File: src/hdl/great_circle_distance_core_macros.svh
// assertion macros for the great-circle distance core
`ifndef GREAT_CIRCLE_DISTANCE_CORE_MACROS_SVH
`define GREAT_CIRCLE_DISTANCE_CORE_MACROS_SVH

// plain property check on clk, off during reset
`define GCD_ASSERT(lbl, prop, msg) \
  lbl: assert property (@(posedge clk) disable iff (!rst_n) prop) else $error(msg);

// antecedent now needs cond to have held at the earlier sample that n selects in $past
`define GCD_ASSERT_PAST(lbl, ante, cond, n, msg) \
  lbl: assert property (@(posedge clk) disable iff (!rst_n) (ante) |-> $past(cond, n)) \
    else $error(msg);

`endif

File: src/hdl/gcd_pkg.sv
// shared types, constants and tables for the great-circle distance core
`default_nettype none
package gcd_pkg;

  localparam int CORDIC_STAGES = 30;
  localparam int ATAN_DEPTH    = 40;
  localparam int ANG_W         = 38;
  localparam int XY_W          = 36;
  localparam int SQ_W          = 61;
  localparam int SQ_STEPS      = 31;
  localparam int NUM_W         = 62;
  localparam int DIV_W         = 32;
  localparam int DIV_STEPS     = 4;

  localparam logic signed [ANG_W-1:0] PI_Q32     = 38'sh3243F6A89;
  localparam logic signed [ANG_W-1:0] HALFPI_Q32 = 38'sh1921FB544;
  localparam logic signed [ANG_W-1:0] TWOPI_Q32  = 38'sh6487ED512;
  localparam logic signed [XY_W-1:0]  KINV_Q32   = 36'sh09B74EDA8;
  localparam logic [29:0]             PI_Q28     = 30'h3243F6A9;
  localparam logic [NUM_W-1:0]        PI_Q28_HALF = 62'h1921FB54;
  localparam logic [SQ_W-1:0]         ONE_Q60    = 61'h1000000000000000;
  // just below 2^61 / pi_q28, so the quotient estimate never overshoots
  localparam logic [31:0]             DEG_RECIP  = 32'd2734261099;

  // atan(2^-i) in q.32
  localparam logic [31:0] ATAN_TAB [ATAN_DEPTH] = '{
    32'hC90FDAA2, 32'h76B19C16, 32'h3EB6EBF2, 32'h1FD5BA9B,
    32'h0FFAADDC, 32'h07FF556F, 32'h03FFEAAB, 32'h01FFFD55,
    32'h00FFFFAB, 32'h007FFFF5, 32'h003FFFFF, 32'h00200000,
    32'h00100000, 32'h00080000, 32'h00040000, 32'h00020000,
    32'h00010000, 32'h00008000, 32'h00004000, 32'h00002000,
    32'h00001000, 32'h00000800, 32'h00000400, 32'h00000200,
    32'h00000100, 32'h00000080, 32'h00000040, 32'h00000020,
    32'h00000010, 32'h00000008, 32'h00000004, 32'h00000002,
    32'h00000001, 32'h00000001, 32'h00000000, 32'h00000000,
    32'h00000000, 32'h00000000, 32'h00000000, 32'h00000000
  };

  typedef struct packed {
    logic signed [XY_W-1:0]  x;
    logic signed [XY_W-1:0]  y;
    logic signed [ANG_W-1:0] z;
    logic                    neg;
  } rot_lane_t;

  typedef struct packed {
    logic                 vld;
    rot_lane_t [2:0]      lane;
  } rot_beat_t;

  typedef struct packed {
    logic                 vld;
    logic [SQ_W-1:0]      v;
    logic [SQ_W-1:0]      r;
    logic signed [31:0]   c;
  } sq_beat_t;

  typedef struct packed {
    logic                    vld;
    logic signed [XY_W-1:0]  x;
    logic signed [XY_W-1:0]  y;
    logic signed [ANG_W-1:0] z;
  } vec_beat_t;

  typedef struct packed {
    logic              vld;
    logic [DIV_W-1:0]  rem;
    logic [31:0]       q;
    logic [31:0]       rad;
  } div_beat_t;

endpackage
`default_nettype wire

File: src/hdl/gcd_div_cell.sv
// one correction step of the divide by pi for the degree scaling
`default_nettype none
module gcd_div_cell import gcd_pkg::*; (
  input  logic      clk,
  input  logic      rst_n,
  input  div_beat_t d_i,
  output div_beat_t d_o
);

  div_beat_t d_r;
  logic [DIV_W-1:0] rem_nxt;
  logic [31:0]      q_nxt;

  always_comb begin
    if (d_i.rem >= DIV_W'(PI_Q28)) begin
      rem_nxt = d_i.rem - DIV_W'(PI_Q28);
      q_nxt   = d_i.q + 32'd1;
    end else begin
      rem_nxt = d_i.rem;
      q_nxt   = d_i.q;
    end
  end

  always_ff @(posedge clk) begin
    if (!rst_n) begin
      d_r.vld <= 1'b0;
    end else begin
      d_r.vld <= d_i.vld;
    end
  end

  always_ff @(posedge clk) begin
    d_r.rem <= rem_nxt;
    d_r.q   <= q_nxt;
    d_r.rad <= d_i.rad;
  end

  assign d_o = d_r;

endmodule
`default_nettype wire

File: config.mk
export PLATFORM = sky130hd
export DESIGN_NAME = gcd_div_cell
export DESIGN_NICKNAME = d
export VERILOG_FILES = /design/src/hdl/great_circle_distance_core_macros.svh /design/src/hdl/gcd_pkg.sv /design/src/hdl/gcd_div_cell.sv
export SDC_FILE = /design/constraint.sdc
export NUM_CORES = 1
export LEC_CHECK = 0
export BUFFER_PORTS_ARGS = -buffer_cell sky130_fd_sc_hd__buf_2
export CORE_MARGIN = 5
export CORE_UTILIZATION = 40
export DETAILED_ROUTE_END_ITERATION = 7
export PLACE_DENSITY = 0.74
export RECOVER_POWER = 50
export SLEW_MARGIN = 5
export SYNTH_ARGS = -nofsm -noshare
export SYNTH_HDL_FRONTEND = slang
export SYNTH_SLANG_ARGS = --single-unit
File: constraint.sdc
create_clock -name clk -period 5.65 [get_ports clk]
set_clock_uncertainty 0.2 [all_clocks]
set_input_delay 1.13 -clock clk [delete_from_list [all_inputs] [get_ports clk]]
set_output_delay 1.13 -clock clk [all_outputs]
set_load 0.005 [all_outputs]
==> run_results.csv <==
group,metric,value,unit
outcome,outcome,"finished clean",
global_route,antenna_found_initial,0,
sta,rsz0062_at_grt,"false",
yosys,synth_top_family_by_area,"simple AND/OR/NAND/NOR gates",
sta,finalMaxSlewViolations,0,
yosys,syn_nets,418,
sta,tns,0,ns
critical_path,crit_path_max_fanout,22,
final_layout,fin_util,56.1,%
pwr,pwr-share-comb,14.0,%
yosys,yosys.area.top_type,"dfxtp_1",
drt,via_count,3016,
floorplanning,core,8300,sq um
place,portBuffers,195,
clocking,clock_path_buffers,2,
final_layout,areaGrowthSynthToFinish,34.9,%
place,dp.cells,611,
yosys,synth_top_area_share,56.3,%
sta,setup_ws,2.06,ns
sta,fin_crit_sh,63.5,%
clocking,post-cts-setup-buffer-count,0,
pwr,switching_share,26.6,%
yosys,async_reset_ff_share,0,%
global_route,grt_pass1_vias,2944,
run,max-cap-violations,0,
global_route,gr-total-overflow,0,
floorplanning,die_w,103,um
drt,drc,0,
floorplanning,start_util,41.5,%
sta,setup_viol,0,
sta,tightestPinTransition,0.934,ns
yosys,synth_cell_types,44,
yosys,synth-seq-area-share,56.3,%
pwr,p_switching,0.000361,W
yosys,synth_simple_gate_area_share,18.3,%
clocking,cts.sinks,97,
critical_path,critPathKind,"in -> reg",
yosys,synth.area.mux_share,0.327,%
drt,ant_nets,0,
clocking,tritoncts,"yes",
place,place.gp.congestion,0.899,
critical_path,required,5.70,ns
yosys,synthTopCellsByCount,"dfxtp_1 (97), xnor2_1 (43), nand2_1 (31)",
final_layout,n_antenna_cell,0,
final_layout,largest_reg_flops,97,
yosys,synth_compound_area_share,7.26,%
sta,finalHoldViolCount,0,
yosys,ys_top_cells_by_area,"dfxtp_1 (56%), xnor2_1 (11%), xor2_1 (4.6%), nand2_1 (3.4%), nand3_1 (2.5%)",
yosys,synth-warning-count,0,
clocking,htreeDepth,3,
yosys,ys_ff_latch,97,
critical_path,endpoint_kind,"register",
clocking,holdBufCountCts,0,
clocking,cts_buffers,9,
final_layout,layout-drive-gt1-share,35.6,%
yosys,synth-adder-area-share,1.09,%
sta,max_freq,279,MHz
drt,wl,9590,um
yosys,synth_edf_count,0,
drt,dr.pass1.iters,4,
place,dp_slack,1.67,ns
drt,avgViaCountPerCell,4.81,
final_layout,final_net_count,619,
global_route,grt_max_degree,23,
global_route,grt_first_pass_wirelength,13700,um
clocking,clockRootBuffer,"clkbuf_8",
place,dp_hpwl,7730,um
yosys,synth_xor_area_share,15.5,%
floorplanning,die_h,103,um
yosys,syn_avg_cell_area,10.9,sq um
pwr,p_int,0.000995,W
clocking,clk_pin_slew_worst_paths,0.10,ns
pwr,clkPwrFrac,30.5,%
floorplanning,die_area,10600,sq um
clocking,post_cts_resized,0,
floorplanning,ioPinCount,196,
pwr,ir_drop,122,uV
critical_path,cp.arrival,3.64,ns
global_route,grt_usage,16.7,%
pwr,powerDensity,291,nW/um^2
drt,wl_per_cell,15.3,um
yosys,syn_inst,316,
yosys,post-synth-top-count-cell,"dfxtp_1",
yosys,ys.flop_type,"dfxtp_1",
yosys,synth_area,3450,sq um
sta,max_slew_margin,37.7,%
critical_path,cp-start-kind,"input port",
pwr,leakagePower,2.05,nW
worst_hold_path,hp-class,"in -> reg",
sta,post-route-min-period,3.59,ns
pwr,seqPwrFrac,55.5,%
drt,drtIter0Drc,101,
final_layout,final_cells,627,
floorplanning,rows,33,
[through the flow]
stage / total power (W) / cell area, sq um / hold WS (ns)
after global routing: 0.00143 / 4650 / 0.635
after floorplan: 0.000844 / 3450 / 0.958
after global placement: 0.000960 / 4520 / 1.03
after CTS: 0.00138 / 4700 / 0.654
after detailed placement: 0.000965 / 4520 / 1.03
final: 0.00136 / 4650 / 0.668
[critical path, stage by stage]
cell and delay (ns):
buf_2 0.13, inv_1 0.07, ha_1 0.18, nor3b_1 0.27, o21ai_0 0.20, a22oi_1 0.47
o21a_1 0.83, nor2_1 0.08, mux2_2 0.28
[power groups by stage]
stage                     clock network, W  logic (W)  registers, W
after detailed placement                 0   0.000197      0.000768
after global routing              0.000466   0.000209      0.000758
after CTS                         0.000429   0.000198      0.000752
after floorplan                          0  0.0000677      0.000777
final                             0.000414   0.000190      0.000752
after global placement                   0   0.000193      0.000767
[metal layers]
layer / part of all wire [%] / routed length, um / global-route usage, %
met5: 0 / 0 / 0
met4: 2.2 / 215 / 6.87
met3: 9.5 / 910 / 4.26
met2: 51 / 4910 / 30.9
met1: 37 / 3550 / 18.0
[cell families (layout without fill, tap and decap cells)]
family,count (synthesis),count (layout)
AO/OA/AOI/OAI,31,31
XOR/XNOR,61,61
adder cells (fa/ha/maj),3,3
buffers and inverters,8,214
flip-flops,97,97
multiplexers,1,1
AND/OR/NAND/NOR,115,115
[cells in the final DEF, fill, tap and decap left out, drive strengths merged, types with 2 or more instances in the layout]
| master | netlist | layout |
|---|---|---|
| o22ai | 2 | 2 |
| o21a | 2 | 2 |
| ha | 3 | 3 |
| and4 | 3 | 3 |
| o31ai | 2 | 2 |
| clkinvlp | 0 | 3 |
| buf | 5 | 156 |
| nor2b | 2 | 2 |
| nand2b | 3 | 3 |
| xnor2 | 43 | 43 |
| dfxtp | 97 | 97 |
| nor4 | 6 | 6 |
| xor2 | 18 | 18 |
| nand4 | 10 | 10 |
| and3 | 7 | 7 |
| clkbuf | 0 | 49 |
| inv | 3 | 5 |
| a211oi | 2 | 2 |
| a21oi | 7 | 7 |
| nand2 | 32 | 32 |
| nor2 | 16 | 16 |
| o21ai | 7 | 7 |
| and2 | 5 | 5 |
| nor3 | 8 | 8 |
| nand3 | 17 | 17 |
| o21bai | 2 | 2 |
[final timing paths]
path | from | to | slack (ns) | cells past startpoint
setup / recovery | d_i[65] | d_o[94] | 2.06 | 9
hold / removal | d_i[28] | d_o[28] | 0.67 | 1
[area by class of cell]
cell class,count,area (sq um)
timing repair buffer,195,926
tap,105,131
fill,769,3650
clock inverter,6,51.3
clock buffer,10,128
multi-input combinational,211,1460
sequential,97,1940
inverter,3,11.3
Note: power is estimated with default switching activity, not from simulation.
