--- config.mk ---
export PLATFORM = sky130hd
export DESIGN_NAME = gcd_rot_cell
export DESIGN_NICKNAME = d
export VERILOG_FILES = /design/src/hdl/great_circle_distance_core_macros.svh /design/src/hdl/gcd_pkg.sv /design/src/hdl/gcd_rot_cell.sv
export SDC_FILE = /design/constraint.sdc
export NUM_CORES = 2
export LEC_CHECK = 0
export BUFFER_PORTS_ARGS = -buffer_cell sky130_fd_sc_hd__buf_2
export CORE_MARGIN = 3
export CORE_UTILIZATION = 45
export CTS_CLUSTER_SIZE = 30
export DETAILED_ROUTE_END_ITERATION = 12
export GPL_TIMING_DRIVEN = 0
export PLACE_DENSITY_LB_ADDON = 0.1
export SLEW_MARGIN = 20
export SYNTH_ARGS = -nofsm -noshare
export SYNTH_HDL_FRONTEND = slang
export SYNTH_SLANG_ARGS = --single-unit
--- constraint.sdc ---
create_clock -name clk -period 10.26 [get_ports clk]
set_input_delay 1.026 -clock clk [delete_from_list [all_inputs] [get_ports clk]]
set_output_delay 1.026 -clock clk [all_outputs]
set_load 0.005 [all_outputs]
--- src/hdl/great_circle_distance_core_macros.svh ---
// assertion macros for the great-circle distance core
`ifndef GREAT_CIRCLE_DISTANCE_CORE_MACROS_SVH
`define GREAT_CIRCLE_DISTANCE_CORE_MACROS_SVH

// plain property check on clk, off during reset
`define GCD_ASSERT(lbl, prop, msg) \
  lbl: assert property (@(posedge clk) disable iff (!rst_n) prop) else $error(msg);

// antecedent now needs cond to have held at the earlier sample that n selects in $past
`define GCD_ASSERT_PAST(lbl, ante, cond, n, msg) \
  lbl: assert property (@(posedge clk) disable iff (!rst_n) (ante) |-> $past(cond, n)) \
    else $error(msg);

`endif

--- src/hdl/gcd_pkg.sv ---
// shared types, constants and tables for the great-circle distance core
`default_nettype none
package gcd_pkg;

  localparam int CORDIC_STAGES = 30;
  localparam int ATAN_DEPTH    = 40;
  localparam int ANG_W         = 38;
  localparam int XY_W          = 36;
  localparam int SQ_W          = 61;
  localparam int SQ_STEPS      = 31;
  localparam int NUM_W         = 62;
  localparam int DIV_W         = 32;
  localparam int DIV_STEPS     = 4;

  localparam logic signed [ANG_W-1:0] PI_Q32     = 38'sh3243F6A89;
  localparam logic signed [ANG_W-1:0] HALFPI_Q32 = 38'sh1921FB544;
  localparam logic signed [ANG_W-1:0] TWOPI_Q32  = 38'sh6487ED512;
  localparam logic signed [XY_W-1:0]  KINV_Q32   = 36'sh09B74EDA8;
  localparam logic [29:0]             PI_Q28     = 30'h3243F6A9;
  localparam logic [NUM_W-1:0]        PI_Q28_HALF = 62'h1921FB54;
  localparam logic [SQ_W-1:0]         ONE_Q60    = 61'h1000000000000000;
  // just below 2^61 / pi_q28, so the quotient estimate never overshoots
  localparam logic [31:0]             DEG_RECIP  = 32'd2734261099;

  // atan(2^-i) in q.32
  localparam logic [31:0] ATAN_TAB [ATAN_DEPTH] = '{
    32'hC90FDAA2, 32'h76B19C16, 32'h3EB6EBF2, 32'h1FD5BA9B,
    32'h0FFAADDC, 32'h07FF556F, 32'h03FFEAAB, 32'h01FFFD55,
    32'h00FFFFAB, 32'h007FFFF5, 32'h003FFFFF, 32'h00200000,
    32'h00100000, 32'h00080000, 32'h00040000, 32'h00020000,
    32'h00010000, 32'h00008000, 32'h00004000, 32'h00002000,
    32'h00001000, 32'h00000800, 32'h00000400, 32'h00000200,
    32'h00000100, 32'h00000080, 32'h00000040, 32'h00000020,
    32'h00000010, 32'h00000008, 32'h00000004, 32'h00000002,
    32'h00000001, 32'h00000001, 32'h00000000, 32'h00000000,
    32'h00000000, 32'h00000000, 32'h00000000, 32'h00000000
  };

  typedef struct packed {
    logic signed [XY_W-1:0]  x;
    logic signed [XY_W-1:0]  y;
    logic signed [ANG_W-1:0] z;
    logic                    neg;
  } rot_lane_t;

  typedef struct packed {
    logic                 vld;
    rot_lane_t [2:0]      lane;
  } rot_beat_t;

  typedef struct packed {
    logic                 vld;
    logic [SQ_W-1:0]      v;
    logic [SQ_W-1:0]      r;
    logic signed [31:0]   c;
  } sq_beat_t;

  typedef struct packed {
    logic                    vld;
    logic signed [XY_W-1:0]  x;
    logic signed [XY_W-1:0]  y;
    logic signed [ANG_W-1:0] z;
  } vec_beat_t;

  typedef struct packed {
    logic              vld;
    logic [DIV_W-1:0]  rem;
    logic [31:0]       q;
    logic [31:0]       rad;
  } div_beat_t;

endpackage
`default_nettype wire

--- src/hdl/gcd_rot_cell.sv ---
// one cordic rotation stage for three angle lanes
`default_nettype none
module gcd_rot_cell import gcd_pkg::*; (
  input  logic      clk,
  input  logic      rst_n,
  input  logic [5:0] step,
  input  rot_beat_t d_i,
  output rot_beat_t d_o
);

  rot_beat_t d_r;
  rot_lane_t [2:0] lane_nxt;
  logic signed [ANG_W-1:0] ang;

  always_comb begin
    ang = signed'({{(ANG_W-32){1'b0}}, ATAN_TAB[step]});
    for (int l = 0; l < 3; l++) begin
      lane_nxt[l].neg = d_i.lane[l].neg;
      if (d_i.lane[l].z >= 0) begin
        lane_nxt[l].x = d_i.lane[l].x - (d_i.lane[l].y >>> step);
        lane_nxt[l].y = d_i.lane[l].y + (d_i.lane[l].x >>> step);
        lane_nxt[l].z = d_i.lane[l].z - ang;
      end else begin
        lane_nxt[l].x = d_i.lane[l].x + (d_i.lane[l].y >>> step);
        lane_nxt[l].y = d_i.lane[l].y - (d_i.lane[l].x >>> step);
        lane_nxt[l].z = d_i.lane[l].z + ang;
      end
    end
  end

  always_ff @(posedge clk) begin
    if (!rst_n) begin
      d_r.vld <= 1'b0;
    end else begin
      d_r.vld <= d_i.vld;
    end
  end

  always_ff @(posedge clk) begin
    d_r.lane <= lane_nxt;
  end

  assign d_o = d_r;

endmodule
`default_nettype wire

==> results.ini <==
[finish]
largest_reg_flops=334
syn_to_final_growth_pct=15.2
nets=6572
final_cell_area_mm2=0.0502
fill_cells=9061
drive_above_1_share_pct=22.8
final_cells=7206
fin_util_pct=52.6

[yosys]
synthFlopType=dfxtp_1
synth.net_count=5854
yosys.area.top_type=dfxtp_1
synth_edf_count=0
synth_commonest_cells=nand2_1, a21oi_1, nor2_1
yosysTopAreaCellShare_pct=15.4
synth_area_leaders=dfxtp_1, mux4_2, ha_1
post-synth-top-count-cell=nand2_1
ys_ff_latch=334
ys_seq_area_share_pct=15.4
synthArstFlopShare_pct=0
synth_area_per_cell_um2=8.43
netlist_area_mm2=0.0436
yosysWarnings=0
synth_cells=5164
synth_cell_type_count=112

[detailed_routing]
postRouteAntennaNets=0
vias_per_cell=7.08
route.detailed.drc=0
drt-initial-drc-count=7841
dr.pass1.iters=8
num_vias=51000
wire_per_inst_um=37.5
routed_wl_um=270000

[power_and_ir_drop]
peakVddDrop_mv=0.210
p_int_mw=4.47
combPwrFrac_pct=56.5
seq_power_share_pct=25.0
leakage_nw=22.2
swShare_pct=44.0
p_per_area_mw_per_mm2=159
p_total_mw=7.98
p_sw_mw=3.51
pwr-share-clk_pct=18.5

[worst_setup_path]
crit_chain=buf_2 -> clkbuf_1 -> nor2_1 -> clkbuf_1 -> clkbuf_2 -> clkbuf_2 -> clkbuf_2 -> clkbuf_2 -> buf_2 -> clkbuf_2 -> clkbuf_2 -> a221oi_1 -> a21oi_1 -> ha_1 -> a21oi_1 -> o21bai_1 -> a21o_1 -> a21oi_1 -> o22ai_1 -> o41ai_1 -> o2111ai_1 -> o211ai_1 -> o21ai_0 -> xnor2_1
path_class=in2reg
cp_max_fo=10
worstPathArrival_ps=10940
cp.required_ps=10800
crit_path_max_incr_delay_ps=890
worst_setup_path_start_kind=primary input
crit_path_top_delay_cell=clkbuf_1
end_kind=flop
crit_top_cell=clkbuf_2

[grt]
grt_pass1_vias=47500
antenna_found_initial=35
grt_pass1_wl_um=364000
grt_overflow=0
grt_max_degree=20
grt_util_all_layers_pct=51.5

[floorplanning]
pin_count=676
start_util_pct=45.6
coreArea_mm2=0.0954
rows=113
die_area_mm2=0.101
dieHeight_um=317
die_w_um=317

[sta]
drv_slew=0
hold_viol_final=0
fin_ws_ps=-148
fmax_ghz=0.0961
tightestPinTransition_ps=1380
tns_ps=-619
setup_viol=6
timing.final.crit_share_pct=101
period_minus_slack_ps=10410
grt_setup_unrepaired=false
slew_headroom_pct=8.06

[outcome]
violations=setup timing
status=complete, but fails checks

[min_path]
hp-class=in2reg

[cts]
hold_buffers=0
cts_tree=done
clkTransAtPathRegs_ps=60
cts_buffer_depth=3
htreeDepth=2
cts.sinks=334
cts-root-buf=clkbuf_16
cts_buffers=39

[place]
dp_hpwl_um=208000
io_buffers=669
gp_congestion=1.12
place_area_mm2=0.0487
placed_cells=7107

[flow_run]
max_cap_violations=0

-- logic make-up after synthesis --
kind of cell,Yosys count,synth area share [%]
simple gates,1475,16.1
compound gates,1465,21.7
mux,601,21.7
xor+xnor,521,10.5
buf+inv,420,4.50
fa+ha+maj,348,10.2
flops,334,15.4
-- critical path: cells and delay by family --
| kind | cells | cell delay [ps] |
|---|---|---|
| buffers and inverters | 10 | 6570 |
| AOI/OAI and AO/OA | 11 | 2330 |
| and+or+nand+nor | 1 | 450 |
| adders and majority gates | 1 | 330 |
| xor gates and xnor gates | 1 | 140 |
-- cell usage in the layout, fill, tap and decap left out, types with 45 or more instances in the layout --
| master | count |
|---|---|
| clkbuf_1 | 95 |
| inv_1 | 145 |
| a211oi_1 | 51 |
| nand2b_1 | 85 |
| clkbuf_2 | 52 |
| xnor2_1 | 323 |
| o211ai_1 | 47 |
| a21o_1 | 146 |
| buf_2 | 735 |
| nor3_1 | 74 |
| nor2_1 | 372 |
| and3_1 | 45 |
| nand2_1 | 502 |
| ha_1 | 339 |
| o21a_1 | 56 |
| mux2_2 | 100 |
| mux2i_1 | 241 |
| o21ai_0 | 332 |
| a31oi_1 | 49 |
| nand3_1 | 95 |
| a21oi_1 | 388 |
| dfxtp_1 | 334 |
| mux4_2 | 238 |
| o31ai_1 | 55 |
| xor2_1 | 197 |
| nor2b_1 | 53 |
| and2_1 | 48 |
-- power groups by stage --
| stage | sequential, mW | combinational, mW | clock [mW] |
|---|---|---|---|
| after floorplan | 2.08 | 2.49 | 0 |
| after global placement | 2.00 | 4.26 | 0 |
| after detailed placement | 2.01 | 4.30 | 0 |
| after CTS | 1.99 | 4.33 | 1.50 |
| after global routing | 2.03 | 4.76 | 1.54 |
| final | 1.99 | 4.51 | 1.48 |
-- metrics by stage --
stage	hold slack, ps	setup WS, ps
floorplan	1050	2220
global placement	1130	-3470
detailed placement	1130	-1500
CTS	470	14.9
global route	484	8.92
finish	482	-148
-- metal layers --
metal  global-route usage [%]  share of wire [%]
met1                     59.3                 35
met3                     25.6                 15
met4                     37.7                9.3
met2                     73.4                 40
met5                     1.55               0.16
-- worst paths after layout --
path | start | end | slack [ps] | depth (start not counted)
worst max-delay path | step[5] | d_o[332] | -150 | 24
worst min-delay path | d_i[222] | d_o[222] | 480 | 1
-- area by class of cell --
cell class              count  area, µm²  area share [%]
diodes                     29       72.6           0.145
plain buffers             269       1490            2.97
clock buffers              53       1090            2.17
clock inverters            18        243           0.484
inverters                 149        559            1.11
multi-input cells        4410      35000            69.7
flip-flops and latches    334       6690            13.3
well taps                1265       1580            3.15
repair buffers            679       3500            6.98
-- repair_timing --
item                       in CTS  in global routing
setup endpoints to repair      19                 20
gates resized for setup         5                  6
setup buffers                   0                  0
gates cloned                    0                  0
No activity file was read; power rests on OpenSTA's default activity.
