[src/hdl/great_circle_distance_core_macros.svh]
// assertion macros for the great-circle distance core
`ifndef GREAT_CIRCLE_DISTANCE_CORE_MACROS_SVH
`define GREAT_CIRCLE_DISTANCE_CORE_MACROS_SVH

// plain property check on clk, off during reset
`define GCD_ASSERT(lbl, prop, msg) \
  lbl: assert property (@(posedge clk) disable iff (!rst_n) prop) else $error(msg);

// antecedent now needs cond to have held at the earlier sample that n selects in $past
`define GCD_ASSERT_PAST(lbl, ante, cond, n, msg) \
  lbl: assert property (@(posedge clk) disable iff (!rst_n) (ante) |-> $past(cond, n)) \
    else $error(msg);

`endif

[src/hdl/gcd_pkg.sv]
// shared types, constants and tables for the great-circle distance core
`default_nettype none
package gcd_pkg;

  localparam int CORDIC_STAGES = 30;
  localparam int ATAN_DEPTH    = 40;
  localparam int ANG_W         = 38;
  localparam int XY_W          = 36;
  localparam int SQ_W          = 61;
  localparam int SQ_STEPS      = 31;
  localparam int NUM_W         = 62;
  localparam int DIV_W         = 32;
  localparam int DIV_STEPS     = 4;

  localparam logic signed [ANG_W-1:0] PI_Q32     = 38'sh3243F6A89;
  localparam logic signed [ANG_W-1:0] HALFPI_Q32 = 38'sh1921FB544;
  localparam logic signed [ANG_W-1:0] TWOPI_Q32  = 38'sh6487ED512;
  localparam logic signed [XY_W-1:0]  KINV_Q32   = 36'sh09B74EDA8;
  localparam logic [29:0]             PI_Q28     = 30'h3243F6A9;
  localparam logic [NUM_W-1:0]        PI_Q28_HALF = 62'h1921FB54;
  localparam logic [SQ_W-1:0]         ONE_Q60    = 61'h1000000000000000;
  // just below 2^61 / pi_q28, so the quotient estimate never overshoots
  localparam logic [31:0]             DEG_RECIP  = 32'd2734261099;

  // atan(2^-i) in q.32
  localparam logic [31:0] ATAN_TAB [ATAN_DEPTH] = '{
    32'hC90FDAA2, 32'h76B19C16, 32'h3EB6EBF2, 32'h1FD5BA9B,
    32'h0FFAADDC, 32'h07FF556F, 32'h03FFEAAB, 32'h01FFFD55,
    32'h00FFFFAB, 32'h007FFFF5, 32'h003FFFFF, 32'h00200000,
    32'h00100000, 32'h00080000, 32'h00040000, 32'h00020000,
    32'h00010000, 32'h00008000, 32'h00004000, 32'h00002000,
    32'h00001000, 32'h00000800, 32'h00000400, 32'h00000200,
    32'h00000100, 32'h00000080, 32'h00000040, 32'h00000020,
    32'h00000010, 32'h00000008, 32'h00000004, 32'h00000002,
    32'h00000001, 32'h00000001, 32'h00000000, 32'h00000000,
    32'h00000000, 32'h00000000, 32'h00000000, 32'h00000000
  };

  typedef struct packed {
    logic signed [XY_W-1:0]  x;
    logic signed [XY_W-1:0]  y;
    logic signed [ANG_W-1:0] z;
    logic                    neg;
  } rot_lane_t;

  typedef struct packed {
    logic                 vld;
    rot_lane_t [2:0]      lane;
  } rot_beat_t;

  typedef struct packed {
    logic                 vld;
    logic [SQ_W-1:0]      v;
    logic [SQ_W-1:0]      r;
    logic signed [31:0]   c;
  } sq_beat_t;

  typedef struct packed {
    logic                    vld;
    logic signed [XY_W-1:0]  x;
    logic signed [XY_W-1:0]  y;
    logic signed [ANG_W-1:0] z;
  } vec_beat_t;

  typedef struct packed {
    logic              vld;
    logic [DIV_W-1:0]  rem;
    logic [31:0]       q;
    logic [31:0]       rad;
  } div_beat_t;

endpackage
`default_nettype wire

[src/hdl/gcd_sqrt_cell.sv]
// one result bit of the pipelined integer square root
`default_nettype none
module gcd_sqrt_cell import gcd_pkg::*; (
  input  logic      clk,
  input  logic      rst_n,
  input  logic [4:0] step,
  input  sq_beat_t  d_i,
  output sq_beat_t  d_o
);

  sq_beat_t d_r;
  logic [SQ_W-1:0] bitv, trial, v_nxt, r_nxt;

  always_comb begin
    bitv  = SQ_W'(1) << {step, 1'b0};
    trial = d_i.r + bitv;
    if (d_i.v >= trial) begin
      v_nxt = d_i.v - trial;
      r_nxt = (d_i.r >> 1) + bitv;
    end else begin
      v_nxt = d_i.v;
      r_nxt = d_i.r >> 1;
    end
  end

  always_ff @(posedge clk) begin
    if (!rst_n) begin
      d_r.vld <= 1'b0;
    end else begin
      d_r.vld <= d_i.vld;
    end
  end

  always_ff @(posedge clk) begin
    d_r.v <= v_nxt;
    d_r.r <= r_nxt;
    d_r.c <= d_i.c;
  end

  assign d_o = d_r;

endmodule
`default_nettype wire

[config.mk]
export PLATFORM = sky130hd
export DESIGN_NAME = gcd_sqrt_cell
export DESIGN_NICKNAME = d
export VERILOG_FILES = /design/src/hdl/great_circle_distance_core_macros.svh /design/src/hdl/gcd_pkg.sv /design/src/hdl/gcd_sqrt_cell.sv
export SDC_FILE = /design/constraint.sdc
export NUM_CORES = 1
export LEC_CHECK = 0
export ABC_CLOCK_PERIOD_IN_PS = 8570
export BUFFER_PORTS_ARGS = -buffer_cell sky130_fd_sc_hd__buf_4
export CORE_ASPECT_RATIO = 1.25
export CORE_UTILIZATION = 55
export DETAILED_ROUTE_END_ITERATION = 6
export GPL_TIMING_DRIVEN = 0
export PLACE_DENSITY = 0.83
export SYNTH_ARGS = -nofsm -noshare
export SYNTH_HDL_FRONTEND = slang
export SYNTH_SLANG_ARGS = --single-unit
export TNS_END_PERCENT = 20
[constraint.sdc]
create_clock -name clk -period 8.57 [get_ports clk]
set_input_delay 0.857 -clock clk [delete_from_list [all_inputs] [get_ports clk]]
set_output_delay 0.857 -clock clk [all_outputs]
set_load 0.05 [all_outputs]
==> metrics.txt <==
# TYPE chip_impl_metric gauge
chip_impl_metric{name="fraction_of_final_layout_cells_with_drive_strength_greater_than_1",unit=""} 0.2061
chip_impl_metric{name="timing.max_cap.violations",unit=""} 0
chip_impl_metric{name="ios",unit=""} 317
chip_impl_metric{name="worst_slack",unit="ns"} 1.241
chip_impl_info{name="most-common-layout-cells",value="sky130_fd_sc_hd__buf_4, sky130_fd_sc_hd__nor2_1, sky130_fd_sc_hd__nand2_1"} 1
chip_impl_metric{name="cts.sinks",unit=""} 155
chip_impl_metric{name="synthesis.area",unit="sq mm"} 0.01275
chip_impl_metric{name="worst-endpoint-required",unit="ns"} 8.88
chip_impl_metric{name="number_of_global_route_vias_before_repair",unit=""} 13179
chip_impl_metric{name="gr-usage-all-layers",unit=""} 0.3810
chip_impl_metric{name="final_core_util",unit=""} 0.7131
chip_impl_metric{name="power.density",unit="mW/mm^2"} 181.9
chip_impl_info{name="layout_commonest_cell",value="sky130_fd_sc_hd__buf_4"} 1
chip_impl_metric{name="ys_ff_latch",unit=""} 155
chip_impl_metric{name="synth_edf_count",unit=""} 0
chip_impl_metric{name="post-dp-hpwl",unit="mm"} 36.96
chip_impl_metric{name="drtIter0Drc",unit=""} 1448
chip_impl_metric{name="period_share",unit=""} 0.8552
chip_impl_metric{name="syn_nets",unit=""} 1962
chip_impl_metric{name="drt.antenna.violating_nets",unit=""} 0
chip_impl_metric{name="final.min_clock_period",unit="ns"} 7.329
chip_impl_metric{name="post_layout_nonfiller_instances",unit=""} 2306
chip_impl_metric{name="ctsHoldBuffers",unit=""} 0
chip_impl_metric{name="layout.nets",unit=""} 2294
chip_impl_metric{name="globalRouteOverflowTotal",unit=""} 0
chip_impl_metric{name="via_per_inst",unit=""} 6.227
chip_impl_metric{name="synth_warnings",unit=""} 0
chip_impl_metric{name="register_area_share_after_synthesis",unit=""} 0.2433
chip_impl_metric{name="largest_register_ff_count",unit=""} 155
chip_impl_metric{name="fp.dieH",unit="um"} 172.3
chip_impl_metric{name="worst_setup_hold_path_clk_slew",unit="ns"} 0.07
chip_impl_metric{name="coreArea",unit="sq mm"} 0.02252
chip_impl_metric{name="worstPathMaxFanout",unit=""} 10
chip_impl_metric{name="post_cts_buffers",unit=""} 0
chip_impl_metric{name="wire_per_inst",unit="um"} 20.24
chip_impl_metric{name="row_count",unit=""} 61
chip_impl_metric{name="worstHoldPathCells",unit=""} 1
chip_impl_metric{name="dr_total_vias",unit=""} 14360
chip_impl_metric{name="fill_cells",unit=""} 1853
chip_impl_info{name="failing_checks",value="design-rule violations"} 1
chip_impl_info{name="setup.worst_path.end_class",value="register"} 1
chip_impl_metric{name="first_pass_iters",unit=""} 7
chip_impl_metric{name="placed_cells",unit=""} 2274
chip_impl_metric{name="yosysUniqueCellTypes",unit=""} 75
chip_impl_metric{name="grt_max_degree",unit=""} 19
chip_impl_metric{name="headroom_to_the_max_slew_limit",unit=""} 0.4275
chip_impl_metric{name="ys_async_sr_fraction",unit=""} 0
chip_impl_metric{name="setup_tns",unit="ns"} 0
chip_impl_info{name="hold_path_class",value="input port to register"} 1
chip_impl_metric{name="grt_antenna_before_repair",unit=""} 0
chip_impl_metric{name="start_util",unit=""} 0.5664
chip_impl_metric{name="antenna_cells_inserted",unit=""} 0
chip_impl_info{name="crit_path_start_kind",value="input port"} 1
chip_impl_metric{name="area_delta_synth_final",unit="%"} 25.89
chip_impl_metric{name="drc",unit=""} 50
chip_impl_metric{name="finalMaxSlewViolations",unit=""} 0
chip_impl_metric{name="count_of_cells_resized_by_post_cts_repair",unit=""} 0
chip_impl_metric{name="gp_routability_congestion",unit=""} 0.9953
chip_impl_metric{name="cellLeakagePower",unit="nW"} 7.167
chip_impl_metric{name="fp.dieArea",unit="sq mm"} 0.02381
chip_impl_metric{name="clk_path_buf_depth",unit=""} 2
chip_impl_metric{name="setup_viol_count_final",unit=""} 0
chip_impl_metric{name="place_worst_setup_slack",unit="ns"} 0.9548
chip_impl_info{name="postSynth.topFlopCell",value="sky130_fd_sc_hd__dfxtp_1"} 1
chip_impl_info{name="worst-setup-path-type",value="input port to register"} 1
chip_impl_metric{name="finalHoldViolCount",unit=""} 0
chip_impl_info{name="run_status",value="finished with violations"} 1
chip_impl_metric{name="io_buffer_count",unit=""} 313
chip_impl_metric{name="cts_buffers",unit=""} 17
chip_impl_metric{name="floorplan.die.width",unit="um"} 138.2
chip_impl_metric{name="grt_first_pass_wirelength",unit="mm"} 70.41
chip_impl_metric{name="worst_hold_slack",unit="ns"} 0.4984
chip_impl_metric{name="cts_htree_levels",unit=""} 4
chip_impl_metric{name="peakVddDrop",unit="mV"} 0.1495
chip_impl_metric{name="crit_arrival",unit="ns"} 7.64
chip_impl_metric{name="netlist_instances",unit=""} 1678
chip_impl_info{name="cts.root.buffer_cell",value="sky130_fd_sc_hd__clkbuf_16"} 1
chip_impl_metric{name="drt-total-wl",unit="mm"} 46.67
chip_impl_metric{name="tightestPinTransition",unit="ns"} 0.8587
chip_impl_info{name="setup_repair_after_global_routing_missed_its_margin",value="false"} 1
chip_impl_info{name="tritoncts_clock_tree",value="yes"} 1
chip_impl_metric{name="fmaxAchievable",unit="GHz"} 0.1364
chip_impl_metric{name="syn_avg_cell_area",unit="sq um"} 7.600
through the flow:
| stage | power, W | instance area (sq um) |
|---|---|---|
| finish | 0.002921 | 16060 |
| global route | 0.003025 | 16060 |
| CTS | 0.002903 | 16060 |
| detailed placement | 0.002133 | 15460 |
| global placement | 0.002122 | 15460 |
| floorplan | 0.001710 | 12750 |
Yosys cell counts, types with 11 or more instances:
cell	n	area, sq um
sky130_fd_sc_hd__and4_1	11	96.34
sky130_fd_sc_hd__nor2b_1	17	106.4
sky130_fd_sc_hd__nand2_1	164	615.6
sky130_fd_sc_hd__nand2b_1	13	81.33
sky130_fd_sc_hd__o21ai_1	11	55.05
sky130_fd_sc_hd__a21o_1	51	382.9
sky130_fd_sc_hd__nor2_1	198	743.2
sky130_fd_sc_hd__ha_1	121	1514
sky130_fd_sc_hd__and2_1	11	68.82
sky130_fd_sc_hd__or2_2	11	68.82
sky130_fd_sc_hd__nand3_1	43	215.2
sky130_fd_sc_hd__a31o_2	11	96.34
sky130_fd_sc_hd__clkbuf_1	49	183.9
sky130_fd_sc_hd__o21bai_1	22	165.2
sky130_fd_sc_hd__nand4_1	42	262.8
sky130_fd_sc_hd__buf_2	25	125.1
sky130_fd_sc_hd__a21oi_1	152	760.7
sky130_fd_sc_hd__inv_1	26	97.59
sky130_fd_sc_hd__xor2_1	97	849.6
sky130_fd_sc_hd__a31oi_1	70	437.9
sky130_fd_sc_hd__a211oi_1	12	90.09
sky130_fd_sc_hd__a21boi_0	12	90.09
sky130_fd_sc_hd__nor3_1	24	120.1
sky130_fd_sc_hd__dfxtp_1	155	3103
sky130_fd_sc_hd__o21ai_0	111	555.5
sky130_fd_sc_hd__xnor2_1	76	665.6
sky130_fd_sc_hd__and3_1	17	106.4
worst max-delay path, stage by stage:
cell,delay [ns]
sky130_fd_sc_hd__buf_4,0.14
sky130_fd_sc_hd__or2_2,0.29
sky130_fd_sc_hd__clkbuf_1,0.24
sky130_fd_sc_hd__nor2_1,0.26
sky130_fd_sc_hd__ha_1,0.22
sky130_fd_sc_hd__ha_1,0.23
sky130_fd_sc_hd__a31oi_1,0.17
sky130_fd_sc_hd__nor4_1,0.60
sky130_fd_sc_hd__nor2_1,0.18
sky130_fd_sc_hd__o41ai_1,0.54
sky130_fd_sc_hd__a21o_1,0.18
sky130_fd_sc_hd__nand2_1,0.06
sky130_fd_sc_hd__xor2_1,0.19
sky130_fd_sc_hd__ha_1,0.29
sky130_fd_sc_hd__buf_2,0.21
sky130_fd_sc_hd__and3_1,0.22
sky130_fd_sc_hd__and4_1,0.20
sky130_fd_sc_hd__o211ai_1,0.09
sky130_fd_sc_hd__a2111o_1,0.39
sky130_fd_sc_hd__a311o_1,0.36
sky130_fd_sc_hd__a21oi_2,0.18
sky130_fd_sc_hd__nor2_2,0.09
sky130_fd_sc_hd__o211ai_2,0.43
sky130_fd_sc_hd__buf_4,0.36
sky130_fd_sc_hd__buf_2,0.49
sky130_fd_sc_hd__o21ai_1,0.18
where the power goes:
part	leakage (nW)	total [W]	switching, W	internal (W)
registers	1.31	0.000854	0.0000300	0.000824
clock network	0.283	0.000773	0.000380	0.000393
logic	5.58	0.00129	0.000884	0.000410
cell type report:
type / count / area (sq um) / share of cell area
Clock buffer: 17 / 425.4 / 0.02650
Clock inverter: 15 / 172.7 / 0.01075
Buffer: 81 / 352.8 / 0.02198
Inverter: 26 / 97.59 / 0.006079
Multi-Input combinational cell: 1416 / 9200 / 0.5730
Tap cell: 283 / 354.1 / 0.02205
Sequential cell: 155 / 3103 / 0.1933
Timing Repair Buffer: 313 / 2350 / 0.1464
metal layers:
| metal | wire length (um) | up-vias | share of wire | GRT usage |
|---|---|---|---|---|
| met5 | 0 | - | 0 | 0 |
| met4 | 2530 | 0 | 0.054 | 0.2330 |
| li1 | - | 6779 | - | - |
| met3 | 4114 | 168 | 0.088 | 0.06397 |
| met1 | 18400 | 6607 | 0.39 | 0.4566 |
| met2 | 21620 | 806 | 0.46 | 0.6440 |
kinds of logic after synthesis:
| kind of cell | count (synthesis) | share of synthesized area |
|---|---|---|
| AND/OR/NAND/NOR | 582 | 0.2123 |
| flip-flops | 155 | 0.2433 |
| multiplexers | 1 | 0.0008829 |
| buffers and inverters | 107 | 0.03532 |
| adder cells (fa/ha/maj) | 123 | 0.1212 |
| AO/OA/AOI/OAI | 537 | 0.2682 |
| XOR/XNOR | 173 | 0.1188 |
worst paths after layout:
path                     from              end  slack, ns
worst max-delay path  step[3]  d_o[62]$_DFF_P_       1.24
worst min-delay path  d_i[29]  d_o[29]$_DFF_P_       0.50
No activity file was read; power rests on OpenSTA's default activity.
