==> config.mk <==
export PLATFORM = sky130hd
export DESIGN_NAME = gcd_vec_cell
export DESIGN_NICKNAME = d
export VERILOG_FILES = /design/src/hdl/great_circle_distance_core_macros.svh /design/src/hdl/gcd_pkg.sv /design/src/hdl/gcd_vec_cell.sv
export SDC_FILE = /design/constraint.sdc
export NUM_CORES = 1
export LEC_CHECK = 0
export BUFFER_PORTS_ARGS = -buffer_cell sky130_fd_sc_hd__buf_2
export CORE_UTILIZATION = 55
export CTS_BUF_LIST = sky130_fd_sc_hd__clkbuf_8
export CTS_CLUSTER_SIZE = 8
export DETAILED_ROUTE_END_ITERATION = 8
export HOLD_SLACK_MARGIN = 0.05
export PLACE_DENSITY = 0.74
export SYNTH_ARGS = -nofsm -noshare
export SYNTH_HDL_FRONTEND = slang
export SYNTH_SLANG_ARGS = --single-unit
==> constraint.sdc <==
create_clock -name clk -period 7 [get_ports clk]
set_clock_uncertainty 0.05 [all_clocks]
set_input_delay 0.35 -clock clk [delete_from_list [all_inputs] [get_ports clk]]
set_output_delay 0.35 -clock clk [all_outputs]
set_load 0.005 [all_outputs]
==> src/hdl/great_circle_distance_core_macros.svh <==
// assertion macros for the great-circle distance core
`ifndef GREAT_CIRCLE_DISTANCE_CORE_MACROS_SVH
`define GREAT_CIRCLE_DISTANCE_CORE_MACROS_SVH

// plain property check on clk, off during reset
`define GCD_ASSERT(lbl, prop, msg) \
  lbl: assert property (@(posedge clk) disable iff (!rst_n) prop) else $error(msg);

// antecedent now needs cond to have held at the earlier sample that n selects in $past
`define GCD_ASSERT_PAST(lbl, ante, cond, n, msg) \
  lbl: assert property (@(posedge clk) disable iff (!rst_n) (ante) |-> $past(cond, n)) \
    else $error(msg);

`endif

==> src/hdl/gcd_pkg.sv <==
// shared types, constants and tables for the great-circle distance core
`default_nettype none
package gcd_pkg;

  localparam int CORDIC_STAGES = 30;
  localparam int ATAN_DEPTH    = 40;
  localparam int ANG_W         = 38;
  localparam int XY_W          = 36;
  localparam int SQ_W          = 61;
  localparam int SQ_STEPS      = 31;
  localparam int NUM_W         = 62;
  localparam int DIV_W         = 32;
  localparam int DIV_STEPS     = 4;

  localparam logic signed [ANG_W-1:0] PI_Q32     = 38'sh3243F6A89;
  localparam logic signed [ANG_W-1:0] HALFPI_Q32 = 38'sh1921FB544;
  localparam logic signed [ANG_W-1:0] TWOPI_Q32  = 38'sh6487ED512;
  localparam logic signed [XY_W-1:0]  KINV_Q32   = 36'sh09B74EDA8;
  localparam logic [29:0]             PI_Q28     = 30'h3243F6A9;
  localparam logic [NUM_W-1:0]        PI_Q28_HALF = 62'h1921FB54;
  localparam logic [SQ_W-1:0]         ONE_Q60    = 61'h1000000000000000;
  // just below 2^61 / pi_q28, so the quotient estimate never overshoots
  localparam logic [31:0]             DEG_RECIP  = 32'd2734261099;

  // atan(2^-i) in q.32
  localparam logic [31:0] ATAN_TAB [ATAN_DEPTH] = '{
    32'hC90FDAA2, 32'h76B19C16, 32'h3EB6EBF2, 32'h1FD5BA9B,
    32'h0FFAADDC, 32'h07FF556F, 32'h03FFEAAB, 32'h01FFFD55,
    32'h00FFFFAB, 32'h007FFFF5, 32'h003FFFFF, 32'h00200000,
    32'h00100000, 32'h00080000, 32'h00040000, 32'h00020000,
    32'h00010000, 32'h00008000, 32'h00004000, 32'h00002000,
    32'h00001000, 32'h00000800, 32'h00000400, 32'h00000200,
    32'h00000100, 32'h00000080, 32'h00000040, 32'h00000020,
    32'h00000010, 32'h00000008, 32'h00000004, 32'h00000002,
    32'h00000001, 32'h00000001, 32'h00000000, 32'h00000000,
    32'h00000000, 32'h00000000, 32'h00000000, 32'h00000000
  };

  typedef struct packed {
    logic signed [XY_W-1:0]  x;
    logic signed [XY_W-1:0]  y;
    logic signed [ANG_W-1:0] z;
    logic                    neg;
  } rot_lane_t;

  typedef struct packed {
    logic                 vld;
    rot_lane_t [2:0]      lane;
  } rot_beat_t;

  typedef struct packed {
    logic                 vld;
    logic [SQ_W-1:0]      v;
    logic [SQ_W-1:0]      r;
    logic signed [31:0]   c;
  } sq_beat_t;

  typedef struct packed {
    logic                    vld;
    logic signed [XY_W-1:0]  x;
    logic signed [XY_W-1:0]  y;
    logic signed [ANG_W-1:0] z;
  } vec_beat_t;

  typedef struct packed {
    logic              vld;
    logic [DIV_W-1:0]  rem;
    logic [31:0]       q;
    logic [31:0]       rad;
  } div_beat_t;

endpackage
`default_nettype wire

==> src/hdl/gcd_vec_cell.sv <==
// one cordic vectoring stage for the arc cosine
`default_nettype none
module gcd_vec_cell import gcd_pkg::*; (
  input  logic      clk,
  input  logic      rst_n,
  input  logic [5:0] step,
  input  vec_beat_t d_i,
  output vec_beat_t d_o
);

  vec_beat_t d_r;
  logic signed [XY_W-1:0]  x_nxt, y_nxt;
  logic signed [ANG_W-1:0] z_nxt, ang;

  always_comb begin
    ang = signed'({{(ANG_W-32){1'b0}}, ATAN_TAB[step]});
    if (d_i.y > 0) begin
      x_nxt = d_i.x + (d_i.y >>> step);
      y_nxt = d_i.y - (d_i.x >>> step);
      z_nxt = d_i.z + ang;
    end else begin
      x_nxt = d_i.x - (d_i.y >>> step);
      y_nxt = d_i.y + (d_i.x >>> step);
      z_nxt = d_i.z - ang;
    end
  end

  always_ff @(posedge clk) begin
    if (!rst_n) begin
      d_r.vld <= 1'b0;
    end else begin
      d_r.vld <= d_i.vld;
    end
  end

  always_ff @(posedge clk) begin
    d_r.x <= x_nxt;
    d_r.y <= y_nxt;
    d_r.z <= z_nxt;
  end

  assign d_o = d_r;

endmodule
`default_nettype wire

==> results of run 1 <==
-- path summary, 6_finish.rpt --
| check | startpoint | endpoint | slack [ps] | cells after the start |
|---|---|---|---|---|
| worst max-delay path | step[0] | d_o[69] | 470 | 23 |
| worst min-delay path | rst_n | d_o[110] | 80 | 2 |
-- cells by family (layout without fill, tap and decap cells) --
kind of cell             count (synthesis)  in the layout  synth area share
AND/OR/NAND/NOR                        606            606             0.188
adder cells (fa/ha/maj)                122            122            0.0949
AO/OA/AOI/OAI                          607            607             0.243
buffers and inverters                  174            375            0.0516
XOR/XNOR                               173            173            0.0936
other                                    0              2                 0
flip-flops                             111            111             0.136
multiplexers                           208            208             0.193
-- layer usage --
| metal | routed length, um | track usage | up-vias |
|---|---|---|---|
| met5 | 0 | 0 | - |
| met4 | 4260 | 0.273 | 0 |
| met3 | 5460 | 0.0803 | 266 |
| met2 | 28400 | 0.656 | 981 |
| met1 | 23000 | 0.461 | 8284 |
| li1 | - | - | 7909 |
-- stage by stage --
stage	setup WS, ps	total power (uW)	util
final	469	3420	0.627
after global routing	298	3640	0.627
after CTS	767	3400	0.627
after detailed placement	382	2950	0.620
after global placement	339	2930	0.620
after floorplan	1130	2270	-
-- report_power, final --
group	total (uW)	switching (uW)	internal, uW
logic	2050	1150	900
clock network	439	252	188
registers	929	53.5	876
total	3420	1460	1960
-- cell type report --
cell class | instances | area, sq um
sequential | 111 | 2220
clock buffer | 11 | 151
fill | 2618 | 10800
inverter | 61 | 229
clock inverter | 5 | 63.8
timing repair buffer | 298 | 1730
multi-input combinational | 1716 | 13300
antenna | 2 | 5.00
tap | 384 | 480
-- cell usage in the layout (no fill, tap or decap), types with 15 or more instances in the layout --
master / count
or3_1: 18
nor3_1: 40
xnor2_1: 110
nor2b_1: 24
mux4_2: 82
buf_2: 227
and3_1: 16
nor2_1: 155
a21o_1: 61
o21ai_0: 125
mux2i_1: 93
or2_2: 16
and2_1: 19
a21oi_1: 160
nand2b_1: 36
o22ai_1: 21
nand3_1: 44
a31oi_1: 27
mux2_2: 32
ha_1: 119
dfxtp_1: 111
inv_1: 56
a211oi_1: 21
nor4_1: 15
o21a_1: 24
nand2_1: 161
xor2_1: 62
buf_4: 65
==> flow_summary.toml, run 1 <==
[synth]
synth_edf_count = 0
synth_area_sq_um = 16300
synth_flop_cell = "dfxtp_1"
avgSynthCellArea_sq_um = 8.16
syn_nets = 2242
synth_area_leaders = "dfxtp_1 14%, mux4_2 11%, ha_1 9.1%"
synth_warnings = 0
ys_types = 104
yosysTopAreaCell = "dfxtp_1"
synth_top_area_frac = 0.136
synth_common_cells = "161 x nand2_1, 160 x a21oi_1, 156 x nor2_1"
synth-seq-cells = 111
synth_async_sr_flop_share = 0
yosysMostFrequentCell = "nand2_1"
synth_cells = 2001
ys_seq_area_frac = 0.136

[setup_path]
cp-end-kind = "flip-flop"
critPathArrivalTime_ps = 6840
cp.required_ps = 7310
worst_setup_path_start_kind = "input pin"
slowest_stage = "a211o_1"
path_class = "in -> reg"
critical_path.top_delay_family = "compound AO/OA/AOI/OAI gates"
critPathMaxFanout = 41
crit_chain = "buf_6, buf_12, mux2i_1, o21ai_0, a211o_1, a211o_1, or3_1, nor4_2, and3b_1, nand2_1, nand2_1, xnor2_1, ha_1, or3_1, o21ai_0, a21oi_1, a311o_1, a21oi_1, o211ai_1, buf_4, o21a_1, nor2_1, xnor2_1"
cp_num_buf_inv = 3
critical_path.max_stage_delay_ps = 550

[timing]
finalCritPeriodShare = 0.933
relSlewSlack = 0.0825
rsz0062_at_grt = "no"
period_needed_ps = 6530
finalSetupViolCount = 0
worst_slew_pin_slew_ps = 1360
fmax_mhz = 153
slew_violations = 0
hold_viol = 0
setup_tns_ps = 0
hold_ws_ps = 75.1

[routing]
num_vias = 17400
drtIter0Drc = 1929
routedWlPerCell_um = 23.6
drc = 0
routed_wl_um = 61200
ant_nets = 0
vias_per_cell = 6.74
firstDrtPassIters = 6

[layout]
stdcell_area_sq_um = 18200
syn2layout_area_growth_pct = 11.2
largest_reg_flops = 111
fin_nets = 2438
layout-drive-gt1-share = 0.220
fin_cells = 2588

[pwr]
p_leak_uw = 0.00793
p_per_area_nw_per_um2 = 189
ir_drop_mv = 0.180

[global_route]
grt_pass1_vias = 17000
grt_max_degree = 45
grt_pass1_wl_um = 93400
antenna_found_initial = 0
track_usage = 0.396
gr-total-overflow = 0

[clock_tree]
cts_setup_buffers = 0
cts_tree = "built"
numCtsBuffers = 9
cts_hold_buffers = 1
clk_pin_slew_worst_paths_ps = 110
root_buffer = "clkbuf_8"
htreeDepth = 3
clockBufferDepth = 2
cts_sinks = 111
post_cts_resized = 0

[die]
row_count = 62
dieHeight_um = 174
ioPinCount = 230
core_region_area_sq_um = 28900
die_area_sq_um = 30400
die_w_um = 174
initial_core_util = 0.564

[hold_path]
hold_path.class = "in -> reg"

[placed_design]
gp_congestion = 1.06
dp_hpwl_um = 47900
postPlaceCellArea_sq_um = 17900
io_buffers = 229
dpl.cell_count = 2569

[run_status]
status = "completed"

[run]
cap_viol_max_count = 0
Note: power is estimated with default switching activity, not from simulation.
==> inputs of run 2 (changes only) <==
- CAP_MARGIN: not set -> 25
- REMOVE_ABC_BUFFERS: not set -> 1
==> run 2 against run 1 <==
Non-clock buffer count fell by 3. First-iteration DRC count grew 11%. Largest cell class unchanged. Critical path type unchanged. Cell count is 0.23% lower. Highest routed layer unchanged. Via count is 0.53% higher. Count of clock-buffer cells in the layout down 2. Setup slack better by 300 ps. Combinational power about the same. Global-route usage increased by 1.1 points. Worst hold slack improved by 49 ps. Wire length is 2.3% higher. Total power up 0.55%.
==> flow_summary.toml, run 2 (synthesis gave the netlist of run 1 again) <==
[clock_tree]
clockBufferDepth = 2
clk_pin_slew_worst_paths_ps = 130
numCtsBuffers = 9
htreeDepth = 3
root_buffer = "clkbuf_8"
cts_hold_buffers = 2
cts_tree = "built"
cts_setup_buffers = 0
cts_sinks = 111
post_cts_resized = 0

[die]
die_w_um = 174
dieHeight_um = 174
row_count = 62
core_region_area_sq_um = 28900
die_area_sq_um = 30400
ioPinCount = 230
initial_core_util = 0.564

[layout]
fin_nets = 2435
largest_reg_flops = 111
mostFrequentLayoutCell = "buf_2"
layout_common_cells = "226 x buf_2, 161 x nand2_1, 160 x a21oi_1"
syn2layout_area_growth_pct = 10.8
layout-drive-gt1-share = 0.218
diodes = 0

[global_route]
met1_usage = 0.493
grt.met2_usage = 0.661
top_usage_layer = "met2"
antenna_found_initial = 0
grt_pass1_wl_um = 95600
met3_usage = 0.0698
grt_max_degree = 49
track_usage = 0.407
grt_pass1_vias = 16900
gr-total-overflow = 0

[run]
cap_viol_max_count = 0

[routing]
num_vias = 17500
firstDrtPassIters = 6
ant_nets = 0
drc = 0
drtIter0Drc = 2150
vias_per_cell = 6.79
routed_wl_um = 62600
routedWlPerCell_um = 24.2

[pwr]
p_per_area_nw_per_um2 = 190
p_leak_uw = 0.00791
ir_drop_mv = 0.178

[placed_design]
dp_hpwl_um = 48600
dp_slack_ps = 424
gp_congestion = 1.08
io_buffers = 229

[timing]
worst_slew_pin_slew_ps = 1100
finalCritPeriodShare = 0.891
finalSetupViolCount = 0
hold_ws_ps = 124
slew_violations = 0
hold_viol = 0
rsz0062_at_grt = "no"
setup_tns_ps = 0
fmax_mhz = 160
relSlewSlack = 0.262
fin_ws_ps = 766
period_needed_ps = 6230

[hold_path]
hold_end = "d_o[37]"
hold_start = "d_i[37]"
hold-path-cell-count = 3
hold_path.class = "in -> reg"

[setup_path]
cp.required_ps = 7320
worst_setup_path_start_kind = "input pin"
path_class = "in -> reg"
critPathMaxFanout = 48
critPathArrivalTime_ps = 6560
cp-end-kind = "flip-flop"

[run_status]
status = "completed"
## run 2: cell types whose count changed in the layout (fill, tap and decap cells not counted)
cell and change:
buf_2 -1, diode_2 -2, inv_6 +1, buf_4 -1, dlygate4sd3_1 +1, clkbuf_8 -2
buf_12 -2, clkinvlp_4 -1, clkinv_2 +1, inv_8 +1, clkinv_4 -1
## run 2: layout make-up
type | instances | area, sq um
tap | 384 | 480
timing repair buffer | 295 | 1680
multi-input combinational | 1716 | 13300
inverter | 61 | 229
sequential | 111 | 2220
clock buffer | 9 | 124
clock inverter | 6 | 72.6
fill | 2578 | 10800
## run 2: metal layers
metal | wire length [um] | vias to the layer above
met5 | 0 | -
met4 | 4390 | 0
met3 | 6010 | 267
met2 | 28600 | 1083
met1 | 23600 | 8299
li1 | - | 7884
## run 2: report_power, final
group          total [uW]  switching [uW]  internal (uW)
registers             933            57.0            876
clock network         438             269            169
logic                2070            1180            896
total                3440            1500           1940
## run 2: worst max-delay path, cell delays in order
cell and delay [ps]:
buf_6 400, buf_4 370, mux4_2 580, mux2_2 310, mux2_2 280, a21oi_1 230, and2_1 220, ha_1 190
nand2_1 90, nor3_2 440, and3_2 350, nor2b_1 210, o32a_1 160, o21ai_0 100, ha_1 390, nand4_1 150
nor2_1 90, a21oi_1 140, o211ai_1 100, a311o_1 330, a21oi_1 280, o211ai_1 230, o221ai_1 260, a21oi_1 120
xnor2_1 130
## run 2: metrics by stage
| step | power (uW) | util | std cells | area [sq um] |
|---|---|---|---|---|
| after CTS | 3410 | 0.625 | 2582 | 18100 |
| after floorplan | 2210 | - | 1888 | 15700 |
| after detailed placement | 2970 | 0.618 | 2565 | 17900 |
| final | 3440 | 0.625 | 2582 | 18100 |
| after global placement | 2940 | 0.618 | 2565 | 17900 |
| after global routing | 3660 | 0.625 | 2582 | 18100 |
## run 2: worst max-delay path by stage
stage | start | to | slack (ps) | cells past startpoint
after global routing | step[0] | d_o[73] | 440 | 25
after global placement | step[0] | d_o[73] | 470 | 25
after CTS | step[0] | d_o[73] | 920 | 25
after floorplan | step[4] | d_o[109] | 1020 | 20
after detailed placement | step[0] | d_o[73] | 420 | 25
final | step[0] | d_o[73] | 770 | 25
